File: config.mk
export PLATFORM = sky130hd
export DESIGN_NAME = char_stream_tokenizer
export DESIGN_NICKNAME = d
export VERILOG_FILES = /design/src/hdl/cst_pkg.sv /design/src/hdl/char_stream_tokenizer.sv
export SDC_FILE = /design/constraint.sdc
export NUM_CORES = 1
export LEC_CHECK = 0
export BUFFER_PORTS_ARGS = -buffer_cell sky130_fd_sc_hd__buf_2
export CAP_MARGIN = 15
export CORE_UTILIZATION = 65
export DETAILED_ROUTE_END_ITERATION = 8
export MAX_ROUTING_LAYER = met4
export PLACE_DENSITY = 0.88
export SYNTH_ARGS = -nofsm -noshare
export SYNTH_HDL_FRONTEND = slang
export SYNTH_SLANG_ARGS = --single-unit
export TNS_END_PERCENT = 10
File: constraint.sdc
create_clock -name clk -period 9.7 [get_ports clk]
set_input_delay 0.97 -clock clk [delete_from_list [all_inputs] [get_ports clk]]
set_output_delay 0.97 -clock clk [all_outputs]
set_load 0.005 [all_outputs]
File: src/hdl/cst_pkg.sv
// ----------------------------------------------------------------------------
// cst_pkg
// shared types, token codes and character classes for the stream tokenizer
// ----------------------------------------------------------------------------
`default_nettype none

package cst_pkg;

    localparam int MAX_LEXEME    = 63;
    localparam int RUN_W         = $clog2(MAX_LEXEME + 2);
    localparam int TOKEN_LEN_TOP = 63;
    localparam int LEN_CAP       = (MAX_LEXEME < TOKEN_LEN_TOP) ? MAX_LEXEME : TOKEN_LEN_TOP;
    localparam int KEYWORD_LEN   = 5;

    localparam logic [3:0] KIND_INT     = 4'd0;
    localparam logic [3:0] KIND_IDENT   = 4'd1;
    localparam logic [3:0] KIND_PRINT   = 4'd2;
    localparam logic [3:0] KIND_ASSIGN  = 4'd3;
    localparam logic [3:0] KIND_PLUS    = 4'd4;
    localparam logic [3:0] KIND_MINUS   = 4'd5;
    localparam logic [3:0] KIND_LPAREN  = 4'd6;
    localparam logic [3:0] KIND_RPAREN  = 4'd7;
    localparam logic [3:0] KIND_EOL     = 4'd8;
    localparam logic [3:0] KIND_EOF     = 4'd9;
    localparam logic [3:0] KIND_UNKNOWN = 4'd10;

    localparam logic [7:0] CHAR_SPACE   = 8'h20;
    localparam logic [7:0] CHAR_TAB     = 8'h09;
    localparam logic [7:0] CHAR_NEWLINE = 8'h0A;
    localparam logic [7:0] CHAR_EQUAL   = 8'h3D;
    localparam logic [7:0] CHAR_PLUS    = 8'h2B;
    localparam logic [7:0] CHAR_MINUS   = 8'h2D;
    localparam logic [7:0] CHAR_LPAREN  = 8'h28;
    localparam logic [7:0] CHAR_RPAREN  = 8'h29;

    typedef enum logic [1:0] {
        MODE_IDLE  = 2'd0,
        MODE_INT   = 2'd1,
        MODE_IDENT = 2'd2
    } run_mode_t;

    typedef struct packed {
        logic [3:0] kind;
        logic [5:0] length;
        logic       truncated;
        logic       last;
    } token_t;

    function automatic logic is_digit(input logic [7:0] c);
        return (c >= 8'h30) && (c <= 8'h39);
    endfunction

    function automatic logic is_letter(input logic [7:0] c);
        return ((c >= 8'h61) && (c <= 8'h7A)) || ((c >= 8'h41) && (c <= 8'h5A));
    endfunction

    // letters of the keyword "print"
    function automatic logic [7:0] keyword_char(input logic [2:0] idx);
        logic [7:0] c;
        case (idx)
            3'd0:    c = 8'h70;
            3'd1:    c = 8'h72;
            3'd2:    c = 8'h69;
            3'd3:    c = 8'h6E;
            3'd4:    c = 8'h74;
            default: c = 8'h00;
        endcase
        return c;
    endfunction

    function automatic logic [3:0] symbol_kind(input logic [7:0] c);
        logic [3:0] k;
        case (c)
            CHAR_EQUAL:   k = KIND_ASSIGN;
            CHAR_PLUS:    k = KIND_PLUS;
            CHAR_MINUS:   k = KIND_MINUS;
            CHAR_LPAREN:  k = KIND_LPAREN;
            CHAR_RPAREN:  k = KIND_RPAREN;
            CHAR_NEWLINE: k = KIND_EOL;
            default:      k = KIND_UNKNOWN;
        endcase
        return k;
    endfunction

endpackage

`default_nettype wire

File: src/hdl/char_stream_tokenizer.sv
// ----------------------------------------------------------------------------
// char_stream_tokenizer
// character-serial lexer: one character per request, integer, identifier,
// keyword and symbol tokens out
// ----------------------------------------------------------------------------
//
//  channel  | handshake          | payload
//  ---------+--------------------+-------------------------------------------
//  input    | in_valid/in_ready  | char_code, end_of_input
//  output   | out_valid/out_ready| token_kind, token_length, truncated,
//           |                    | last_of_item
//
//  a request is registered on acceptance and classified from the input register
//  once the queue has room; its tokens are registered into the token queue
//  one request per cycle is sustained while out_ready is high and each gives at
//  most one token; a request that closes a run and adds a symbol or eof gives
//  two tokens, which leave one after the other through the single output port
//  the token queue holds three entries; a request leaves the input register
//  only when two free entries are certain, so out_ready low can stall the input
//  reset clears the run state, the input register valid and the queue count
//
`default_nettype none

module char_stream_tokenizer (
    input  wire logic       clk,
    input  wire logic       rst_n,
    input  wire logic       in_valid,
    output logic            in_ready,
    input  wire logic [7:0] char_code,
    input  wire logic       end_of_input,
    output logic            out_valid,
    input  wire logic       out_ready,
    output logic [3:0]      token_kind,
    output logic [5:0]      token_length,
    output logic            truncated,
    output logic            last_of_item
);

    import cst_pkg::*;

    localparam int QUEUE_DEPTH = 3;

    // input register
    logic       s1_valid_reg;
    logic [7:0] s1_char_reg;
    logic       s1_eoi_reg;

    // run state
    run_mode_t        mode_reg,   mode_next;
    logic [RUN_W-1:0] len_reg,    len_next;
    logic             alive_reg,  alive_next;

    // result queue, entry 0 is the head
    token_t     queue_reg [QUEUE_DEPTH];
    token_t     queue_next [QUEUE_DEPTH];
    logic [1:0] count_reg, count_next;

    logic   pop;
    logic   s1_go;
    logic   in_take;

    // tokens produced by the request in the input register
    token_t     tok0, tok1;
    logic [1:0] tok_count;

    token_t     run_tok;
    logic       run_open;
    logic       run_trunc;
    logic [1:0] base;

    assign pop      = out_valid && out_ready;
    // room for two tokens after this cycle's pop
    assign s1_go    = s1_valid_reg && ((count_reg <= 2'd1) || ((count_reg == 2'd2) && pop));
    assign in_ready = !s1_valid_reg || s1_go;
    assign in_take  = in_valid && in_ready;

    assign out_valid    = (count_reg != 2'd0);
    assign token_kind   = queue_reg[0].kind;
    assign token_length = queue_reg[0].length;
    assign truncated    = queue_reg[0].truncated;
    assign last_of_item = queue_reg[0].last;

    // token for the run that is open, if it closes now
    always_comb
    begin
        run_open  = (mode_reg != MODE_IDLE);
        run_trunc = (int'(len_reg) > MAX_LEXEME);
        run_tok.truncated = run_trunc;
        run_tok.last      = 1'b0;
        if (run_trunc)
            run_tok.length = 6'(LEN_CAP);
        else if (int'(len_reg) > TOKEN_LEN_TOP)
            run_tok.length = 6'(TOKEN_LEN_TOP);
        else
            run_tok.length = 6'(len_reg);
        if (mode_reg == MODE_INT)
            run_tok.kind = KIND_INT;
        else if (alive_reg && (int'(len_reg) == KEYWORD_LEN))
            run_tok.kind = KIND_PRINT;
        else
            run_tok.kind = KIND_IDENT;
    end

    // classification and next run state
    always_comb
    begin
        token_t sym_tok;
        logic   extend;
        logic   has_sym;

        mode_next  = mode_reg;
        len_next   = len_reg;
        alive_next = alive_reg;

        sym_tok.kind      = symbol_kind(s1_char_reg);
        sym_tok.length    = (s1_char_reg == CHAR_NEWLINE) ? 6'd0 : 6'd1;
        sym_tok.truncated = 1'b0;
        sym_tok.last      = 1'b0;

        extend  = 1'b0;
        has_sym = 1'b0;

        if (s1_eoi_reg)
        begin
            sym_tok.kind   = KIND_EOF;
            sym_tok.length = 6'd0;
            has_sym        = 1'b1;
            mode_next      = MODE_IDLE;
            len_next       = '0;
            alive_next     = 1'b1;
        end
        else if (((mode_reg == MODE_INT) && is_digit(s1_char_reg)) ||
                 ((mode_reg == MODE_IDENT) &&
                  (is_digit(s1_char_reg) || is_letter(s1_char_reg))))
        begin
            extend = 1'b1;
            // keyword match tracks only the first five characters
            if (int'(len_reg) < KEYWORD_LEN)
                alive_next = alive_reg && (s1_char_reg == keyword_char(len_reg[2:0]));
            else
                alive_next = 1'b0;
            if (int'(len_reg) <= MAX_LEXEME)
                len_next = len_reg + RUN_W'(1);
        end
        else
        begin
            mode_next  = MODE_IDLE;
            len_next   = '0;
            alive_next = 1'b1;
            if ((s1_char_reg == CHAR_SPACE) || (s1_char_reg == CHAR_TAB))
            begin
                // whitespace, nothing more
            end
            else if (is_digit(s1_char_reg) || is_letter(s1_char_reg))
            begin
                mode_next  = is_digit(s1_char_reg) ? MODE_INT : MODE_IDENT;
                len_next   = RUN_W'(1);
                alive_next = (s1_char_reg == keyword_char(3'd0));
            end
            else
            begin
                has_sym = 1'b1;
            end
        end

        // order: closed run first, then the symbol or eof
        tok0 = sym_tok;
        tok1 = sym_tok;
        if (extend)
            tok_count = 2'd0;
        else if (run_open)
        begin
            tok0      = run_tok;
            tok_count = has_sym ? 2'd2 : 2'd1;
        end
        else
            tok_count = has_sym ? 2'd1 : 2'd0;

        if (tok_count == 2'd2)
            tok1.last = 1'b1;
        else
            tok0.last = 1'b1;
    end

    // queue shift on pop, append new tokens behind the survivors
    always_comb
    begin
        base = count_reg - {1'b0, pop};
        for (int i = 0; i < QUEUE_DEPTH; i++)
        begin
            if (pop && (i < QUEUE_DEPTH - 1))
                queue_next[i] = queue_reg[(i < QUEUE_DEPTH - 1) ? i + 1 : i];
            else
                queue_next[i] = queue_reg[i];
            if (s1_go && (tok_count != 2'd0) && (2'(i) == base))
                queue_next[i] = tok0;
            if (s1_go && (tok_count == 2'd2) && (2'(i) == base + 2'd1))
                queue_next[i] = tok1;
        end
        count_next = base;
        if (s1_go)
            count_next = base + tok_count;
    end

    always_ff @(posedge clk or negedge rst_n)
    begin
        if (!rst_n)
        begin
            s1_valid_reg <= 1'b0;
            mode_reg     <= MODE_IDLE;
            len_reg      <= '0;
            alive_reg    <= 1'b1;
            count_reg    <= 2'd0;
        end
        else
        begin
            if (in_take)
                s1_valid_reg <= 1'b1;
            else if (s1_go)
                s1_valid_reg <= 1'b0;
            if (s1_go)
            begin
                mode_reg  <= mode_next;
                len_reg   <= len_next;
                alive_reg <= alive_next;
            end
            count_reg <= count_next;
        end
    end

    // payload registers, no reset
    always_ff @(posedge clk)
    begin
        if (in_take)
        begin
            s1_char_reg <= char_code;
            s1_eoi_reg  <= end_of_input;
        end
        for (int i = 0; i < QUEUE_DEPTH; i++)
            queue_reg[i] <= queue_next[i];
    end

endmodule

`default_nettype wire

Word level (Yosys, flattened, before mapping)
Memories as Yosys holds them, arrays and structs flattened.
Index checks and enable logic that the tools add are counted.
{"block": "totals", "regBits": 22, "memories": 1, "ram_bits": 36, "out_inout_bits": 14}
{"block": "op_classes", "muxes": 50, "n_eq_ne": 25, "addsub": 4, "order_cmp": 10, "n_reduce_logical": 35}
{"name": "queue_reg", "words": 3, "width": 12, "read_ports": 3, "rd_ports_with_merged_regs": 0, "write_ports": 3, "line_no": "char_stream_tokenizer.sv:54", "source": "token_t queue_reg [QUEUE_DEPTH];"}
{"op": "two-way mux 12 bit", "n": 10}
{"op": "equality test 8 x 6 -> 1 bit (second input constant)", "n": 6}
{"op": "case mux 7 bit (5 select lines)", "n": 1}
{"op": "two-way mux 8 bit", "n": 3}
{"op": "case mux 4 bit (6 select lines)", "n": 1}
{"op": "two-way mux 7 bit", "n": 3}
{"op": "two-way mux 2 bit", "n": 10}
{"op": "logical AND 1 bit", "n": 19}
{"op": "two-way mux 1 bit", "n": 19}
{"op": "equality test 8 x 4 -> 1 bit (second input constant)", "n": 2}
{"op": "greater-or-equal comparator 8 x 7 -> 1 bit (second input constant)", "n": 2}
{"op": "<= comparator 8 x 7 -> 1 bit (second input constant)", "n": 2}
{"op": "two-way mux 10 bit", "n": 1}
{"op": "equality test 8 x 7 -> 1 bit (second input constant)", "n": 1}
{"op": "equality test 8 bit", "n": 1}
{"op": "greater-or-equal comparator 8 x 6 -> 1 bit (second input constant)", "n": 1}
{"op": "<= comparator 8 x 6 -> 1 bit (second input constant)", "n": 1}
{"op": "nonzero test 2 bit", "n": 4}
{"op": "adder 7 x 1 -> 7 bit (second input constant)", "n": 1}
{"op": "equality test 7 x 4 -> 1 bit (second input constant)", "n": 1}
{"op": "greater-than comparator 7 x 6 -> 1 bit (second input constant)", "n": 1}
{"op": "<= comparator 7 x 6 -> 1 bit (second input constant)", "n": 1}
{"op": "less-than comparator 7 x 3 -> 1 bit (second input constant)", "n": 1}
{"op": "equality test 2 bit (second input constant)", "n": 3}
{"op": "other kinds (19)", "n": 29}

Longest topological paths before layout
Gate-level depths: netlist (run 1).
{"block": "logic_depth", "ltp_word": 16, "depth_mapped": 14, "ltp_nobuf": 12}

Worst setup path before layout (run 1)
No wires, ideal clock.
{"block": "synth_timing", "kind": "input port to flip-flop", "from": "in out_ready", "to": "mem queue_reg[0][8] (netlist name), data pin", "path_buffers": 1, "path_stages": 9, "t_arrival_ns": 3.293, "required_time_ns": 9.439, "path_slack_ns": 6.146, "cell_sequence": "nand2_1 > clkbuf_1 > inv_1 > ha_1 > nor3b_1 > o2111ai_1 > a211oi_2 > a31oi_2 > a221o_1"}
{"item": "from (decl)", "line_no": "char_stream_tokenizer.sv:32", "source": "input wire logic out_ready,"}
{"item": "to (decl)", "line_no": "char_stream_tokenizer.sv:54"}

==> results of run 1 <==
[kinds of logic after synthesis]
logic type	after synthesis	synth area share (%)
compound gates	89	18.85
xor+xnor	10	2.692
fa+ha+maj	9	3.117
buf+inv	41	7.439
flops	58	42.40
mux	20	5.668
simple gates	137	19.84
[power groups by stage]
stage / combinational, mW / clock [mW] / sequential, mW
after floorplan: 0.350 / 0 / 0.381
after global placement: 0.375 / 0 / 0.397
after detailed placement: 0.392 / 0 / 0.402
after CTS: 0.394 / 0.211 / 0.397
after global routing: 0.440 / 0.222 / 0.406
final: 0.398 / 0.209 / 0.397
[metrics by stage]
| step | setup slack [ns] | power [mW] | hold slack, ns | cell area (µm²) |
|---|---|---|---|---|
| 3_5_place_dp | 5.680 | 0.7937 | 0.4919 | 3536 |
| 6_report | 5.567 | 1.005 | 0.5084 | 3719 |
| 5_1_grt | 5.418 | 1.068 | 0.5172 | 3719 |
| 3_3_place_gp | 5.881 | 0.7727 | 0.4793 | 3536 |
| 2_1_floorplan | 6.146 | 0.7305 | 0.4596 | 3532 |
| 4_1_cts | 5.686 | 1.002 | 0.5078 | 3719 |
[per-layer routing]
layer	wire length, µm	track usage (%)	share of wire (%)	vias to the layer above
li1	-	-	-	1346
met1	3372	37.04	44	1319
met2	3782	47.42	49	111
met3	407	8.730	5.3	18
met4	166	12.14	2.1	0
met5	0	-	0	-
[cells in the final DEF, fill, tap and decap left out, types with 13 or more instances in the layout]
| master | synthesis | final |
|---|---|---|
| a211oi_1 | 13 | 13 |
| dfxtp_1 | 18 | 18 |
| buf_2 | 5 | 26 |
| mux2i_1 | 20 | 20 |
| nor2_1 | 50 | 50 |
| nand2_1 | 24 | 24 |
| edfxtp_1 | 27 | 27 |
| o21ai_0 | 22 | 22 |
[worst max-delay path by stage]
stage	start	endpoint	slack, ns	depth (start not counted)
after CTS	s1_char_reg[0]	queue_reg[0][0]	5.69	10
after global placement	out_ready	queue_reg[0][8]	5.88	9
after global routing	s1_char_reg[3]	queue_reg[0][0]	5.42	10
after detailed placement	out_ready	queue_reg[0][10]	5.68	9
final	s1_char_reg[3]	queue_reg[0][0]	5.57	10
after floorplan	out_ready	queue_reg[0][8]	6.15	9
[layout make-up]
type / count / share of cell area [%]
flip-flops and latches: 58 / 40.28
repair buffers: 27 / 3.701
multi-input cells: 265 / 47.64
clock buffers: 14 / 4.643
well taps: 70 / 2.355
clock inverters: 2 / 0.2692
inverters: 11 / 1.110
==> flow_summary.yaml, run 1 <==
timing:
  fin_crit_sh_pct: 42.60
  hold_viol: 0
  final-setup-viol-count: 0
  fin_crit_ns: 4.133
  rsz0062_at_grt: "no"
  clock_skew_ns: 0.009450
  fmax_mhz: 242.0
  finalSetupTns_ns: 0
  worst_pin_slew_ns: 0.8583
  timing.final.max_slew_violations: 0
  relSlewSlack_pct: 42.17
critical_path:
  worst-r2r-cell-count: 10
  cp.arrival_ns: 4.15
  start_kind: "register"
  worstReg2RegStart: "s1_char_reg[3]"
  path_delay_family: "compound AO/OA/AOI/OAI gates"
  r2r_setup_slack_ns: 5.57
  critPathMaxFanout: 12
  cp_cell_sequence: "and2_1, a221oi_4, a21oi_1, a21o_1, ha_1, nor3b_1, o2111ai_1, a211oi_2, a31oi_2, nand2_1"
  max_stage_delay_ns: 0.54
  cp-end-kind: "register"
  path_buf_inv: 0
  reg2reg_to: "queue_reg[0][0]"
  critical_path_class: "register to register"
  slowest_stage: "edfxtp_1"
  critPathRequiredTime_ns: 9.72
final_layout:
  postLayoutCoreUtil_pct: 71.89
  register_area_um2: 1498
  diodes: 0
  finalNonFillerCells: 447
  multi_input_area_um2: 1772
  area_growth_pct: 5.278
  fillers: 367
  drive_gt1_share_pct: 15.12
  largest_reg_flops: 36
  fin_nets: 393
power_and_ir_drop:
  swShare_pct: 38.18
  max-vdd-ir-drop_mv: 0.1515
  power_density_nw_per_um2: 270.3
  pwr-share-comb_pct: 39.6
  sequentialPowerShare_pct: 39.5
  leakagePower_nw: 1.491
  power.internal_mw: 0.6212
  power_switching_mw: 0.3837
  clockPowerShare_pct: 20.8
logic_synthesis:
  yosysSeqAreaShare_pct: 42.40
  yosys.cell_types.count: 68
  ys_ff_latch: 58
  syn_area_per_cell_um2: 9.704
  ys_top_cells_by_count: "nor2_1 (50), edfxtp_1 (27), nand2_1 (24)"
  yosysMostFrequentCell: "nor2_1"
  yosys-top-cells-area: "edfxtp_1 (23%), dfxtp_1 (10%), dfrtp_1 (8.5%)"
  synth_area_um2: 3532
  async_reset_ff_share_pct: 22.41
  synth_flop_cell: "edfxtp_1"
  syn-num-nets: 385
  netlist_instances: 364
  synth_top_area_share_pct: 22.95
  synth_edf_count: 27
  synth_warnings: 0
  synth_top_cell_by_area: "edfxtp_1"
floorplanning:
  die_width_um: 75.72
  num_io_pins: 27
  rows: 26
  start_util_pct: 68.29
  core-area_um2: 5172
  die_area_um2: 5733
  die_h_um: 75.72
grt:
  grt_first_pass_wirelength_mm: 12.13
  first_global_vias: 2580
  grt_max_degree: 16
  grt_use_total_pct: 30.30
  antenna_found_initial: 0
  grt-ovfl-total: 0
cts:
  cts_root_buffer: "clkbuf_8"
  clk_latency_ns: 0.34
  htree_levels: 3
  cts_sinks: 58
  cts_buffers: 9
  post_cts_buffers: 0
  clockBufferDepth: 2
  clkTransAtPathRegs_ns: 0.07
  cts_hold_buf: 0
  cts_resized: 0
  cts_tree: "yes"
placed_design:
  gp_congestion: 0.9522
  port_buffers: 26
  dp_hpwl_mm: 5.515
  dp.cells: 431
job:
  drv_cap: 0
drt:
  post_drt_via_cell_ratio: 6.251
  firstDrtPassIters: 5
  post_drt_wl_per_cell_um: 17.29
  vias: 2794
  drt_iter0_markers: 276
  drt-total-wl_mm: 7.729
  route.detailed.drc: 0
  ant_nets: 0
status:
  status: "complete, no violations"
min_path:
  hold_path.class: "primary input to asynchronous set/reset pin"
No activity file was read; power rests on OpenSTA's default activity.
==> run 2: changes to the inputs <==
--- a/config.mk
+++ b/config.mk
@@ -7,10 +7,10 @@
 export LEC_CHECK = 0
 export BUFFER_PORTS_ARGS = -buffer_cell sky130_fd_sc_hd__buf_2
 export CAP_MARGIN = 15
-export CORE_UTILIZATION = 65
+export CORE_UTILIZATION = 60
 export DETAILED_ROUTE_END_ITERATION = 8
 export MAX_ROUTING_LAYER = met4
-export PLACE_DENSITY = 0.88
+export PLACE_DENSITY = 0.83
 export SYNTH_ARGS = -nofsm -noshare
 export SYNTH_HDL_FRONTEND = slang
 export SYNTH_SLANG_ARGS = --single-unit
==> constraint.sdc (replaced) <==
create_clock -name clk -period 3.82 [get_ports clk]
set_input_delay 0.382 -clock clk [delete_from_list [all_inputs] [get_ports clk]]
set_output_delay 0.382 -clock clk [all_outputs]
set_load 0.005 [all_outputs]
==> run 2 against run 1 <==
Sequential share of layout area down 1.1 points. Via count fell by 1.1%. Register-to-register slack worse by 5.4 ns. Maximum frequency up 14%. Critical path type unchanged. Die area rose by 8.1%. Non-clock buffer count is 10 higher. Wire length shrank 4.1%. Clock skew fell by 0.0012 ns. Final area grew 2.7%. Sequential power grew to 2.5 times the previous value. Core utilization shrank 3.4 points.
==> flow_summary.yaml, run 2 (synthesized netlist as in run 1, its figures left out) <==
status:
  status: "complete, no violations"
cts:
  clkTransAtPathRegs_ns: 0.07
  cts_buffers: 9
  cts_tree: "yes"
  post_cts_buffers: 0
  htree_levels: 3
  clk_latency_ns: 0.36
  clockBufferDepth: 2
  cts_root_buffer: "clkbuf_8"
  cts_sinks: 58
critical_path:
  cp-end-kind: "register"
  worst-r2r-cell-count: 10
  critical_path_class: "register to register"
  critPathCapture: "queue_reg[0][20]"
  critPathLaunch: "s1_char_reg[3]"
  cp.arrival_ns: 3.74
  critPathMaxFanout: 12
  start_kind: "register"
  reg2reg_to: "queue_reg[0][20]"
  critPathRequiredTime_ns: 3.93
  r2r_setup_slack_ns: 0.19
  worstReg2RegStart: "s1_char_reg[3]"
power_and_ir_drop:
  power_density_nw_per_um2: 679.1
  leakagePower_nw: 1.551
  finalPower_mw: 2.593
  max-vdd-ir-drop_mv: 0.3611
timing:
  rsz0062_at_grt: "yes"
  fin_crit_ns: 3.634
  timing.final.max_slew_violations: 0
  hold_viol: 0
  relSlewSlack_pct: 49.51
  fmax_mhz: 275.1
  fin_crit_sh_pct: 95.14
  holdWs_ns: 0.1944
  finalSetupTns_ns: 0
  final-setup-viol-count: 0
  clock_skew_ns: 0.008276
  worst_pin_slew_ns: 0.7495
floorplanning:
  core-area_um2: 5574
  rows: 27
  start_util_pct: 63.37
  die_h_um: 78.73
  die_area_um2: 6198
  die_width_um: 78.73
  num_io_pins: 27
placed_design:
  dp_hpwl_mm: 5.457
  port_buffers: 26
  gp_congestion: 0.9713
grt:
  grt_use_total_pct: 27.03
  grt_max_degree: 15
  first_global_vias: 2560
  grt_first_pass_wirelength_mm: 12.34
  busiest_layer: "met2"
  grt_use_met2_pct: 41.04
  gr-usage-met1_pct: 34.95
  grtUsageMet3_pct: 5.402
  grt-ovfl-total: 0
  antenna_found_initial: 0
drt:
  vias: 2763
  drt-total-wl_mm: 7.412
  post_drt_via_cell_ratio: 6.020
  post_drt_wl_per_cell_um: 16.15
  firstDrtPassIters: 5
  drt_iter0_markers: 259
  ant_nets: 0
  route.detailed.drc: 0
final_layout:
  multi_input_area_um2: 1777
  final_common_cell: "nor2_1"
  register_area_um2: 1498
  final_cell_mix: "nor2_1 (50), edfxtp_1 (27), buf_2 (26)"
  postLayoutCoreUtil_pct: 68.51
  diodes: 0
  area_growth_pct: 8.112
  fin_nets: 403
  drive_gt1_share_pct: 17.83
  largest_reg_flops: 36
  fillers: 461
min_path:
  hold_path.class: "primary input to register"
job:
  drv_cap: 0
[run 2: timing repair]
item / CTS / global route
endpoints found under the setup margin: 0 / 12
hold buffers: 1 / 0
endpoints found under the hold margin: 12 / 0
resized for setup: 0 / 1
[run 2: where the power goes]
part	switching (mW)	internal [mW]
combinational	0.605	0.430
sequential	0.106	0.888
clock	0.257	0.307
[run 2: worst min path at each step]
stage | startpoint | to | slack (ns) | cells past startpoint
after floorplan | rst_n | count_reg[0] | 0.09 | 0
after global placement | rst_n | len_reg[1] | 0.29 | 1
after detailed placement | rst_n | len_reg[2] | 0.29 | 1
after CTS | char_code[4] | s1_char_reg[4] | 0.19 | 1
after global routing | char_code[4] | s1_char_reg[4] | 0.20 | 1
final | char_code[3] | s1_char_reg[3] | 0.19 | 1
[run 2: layer usage]
layer	wire [µm]	share of wire, %
met1	3423	46
met2	3486	47
met3	349	4.7
met4	152	2.1
met5	0	0
[run 2: final cells by class]
type                            instances  share of cell area (%)
Timing Repair Buffer                   37                   5.636
Clock inverter                          4                  0.5570
Tap cell                               72                   2.359
Multi-Input combinational cell        265                   46.53
Clock buffer                           12                   4.620
Sequential cell                        58                   39.22
Inverter                               11                   1.081
[run 2: worst max-delay path, stage by stage (launching register included)]
cell	delay [ns]
edfxtp_1	0.53
and2_1	0.24
a221oi_4	0.52
a21oi_1	0.20
a21o_1	0.23
ha_1	0.38
o21ba_2	0.18
o2111ai_1	0.12
a211oi_2	0.40
nor2_1	0.19
a221o_1	0.38
[run 2: through the flow]
step | instances | instance area [µm²] | worst slack, ns
2_1_floorplan | 364 | 3532 | 0.4095
3_3_place_gp | 442 | 3606 | 0.3679
3_5_place_dp | 442 | 3606 | 0.2476
4_1_cts | 459 | 3814 | 0.2012
5_1_grt | 459 | 3819 | -0.05872
6_report | 459 | 3819 | 0.1856
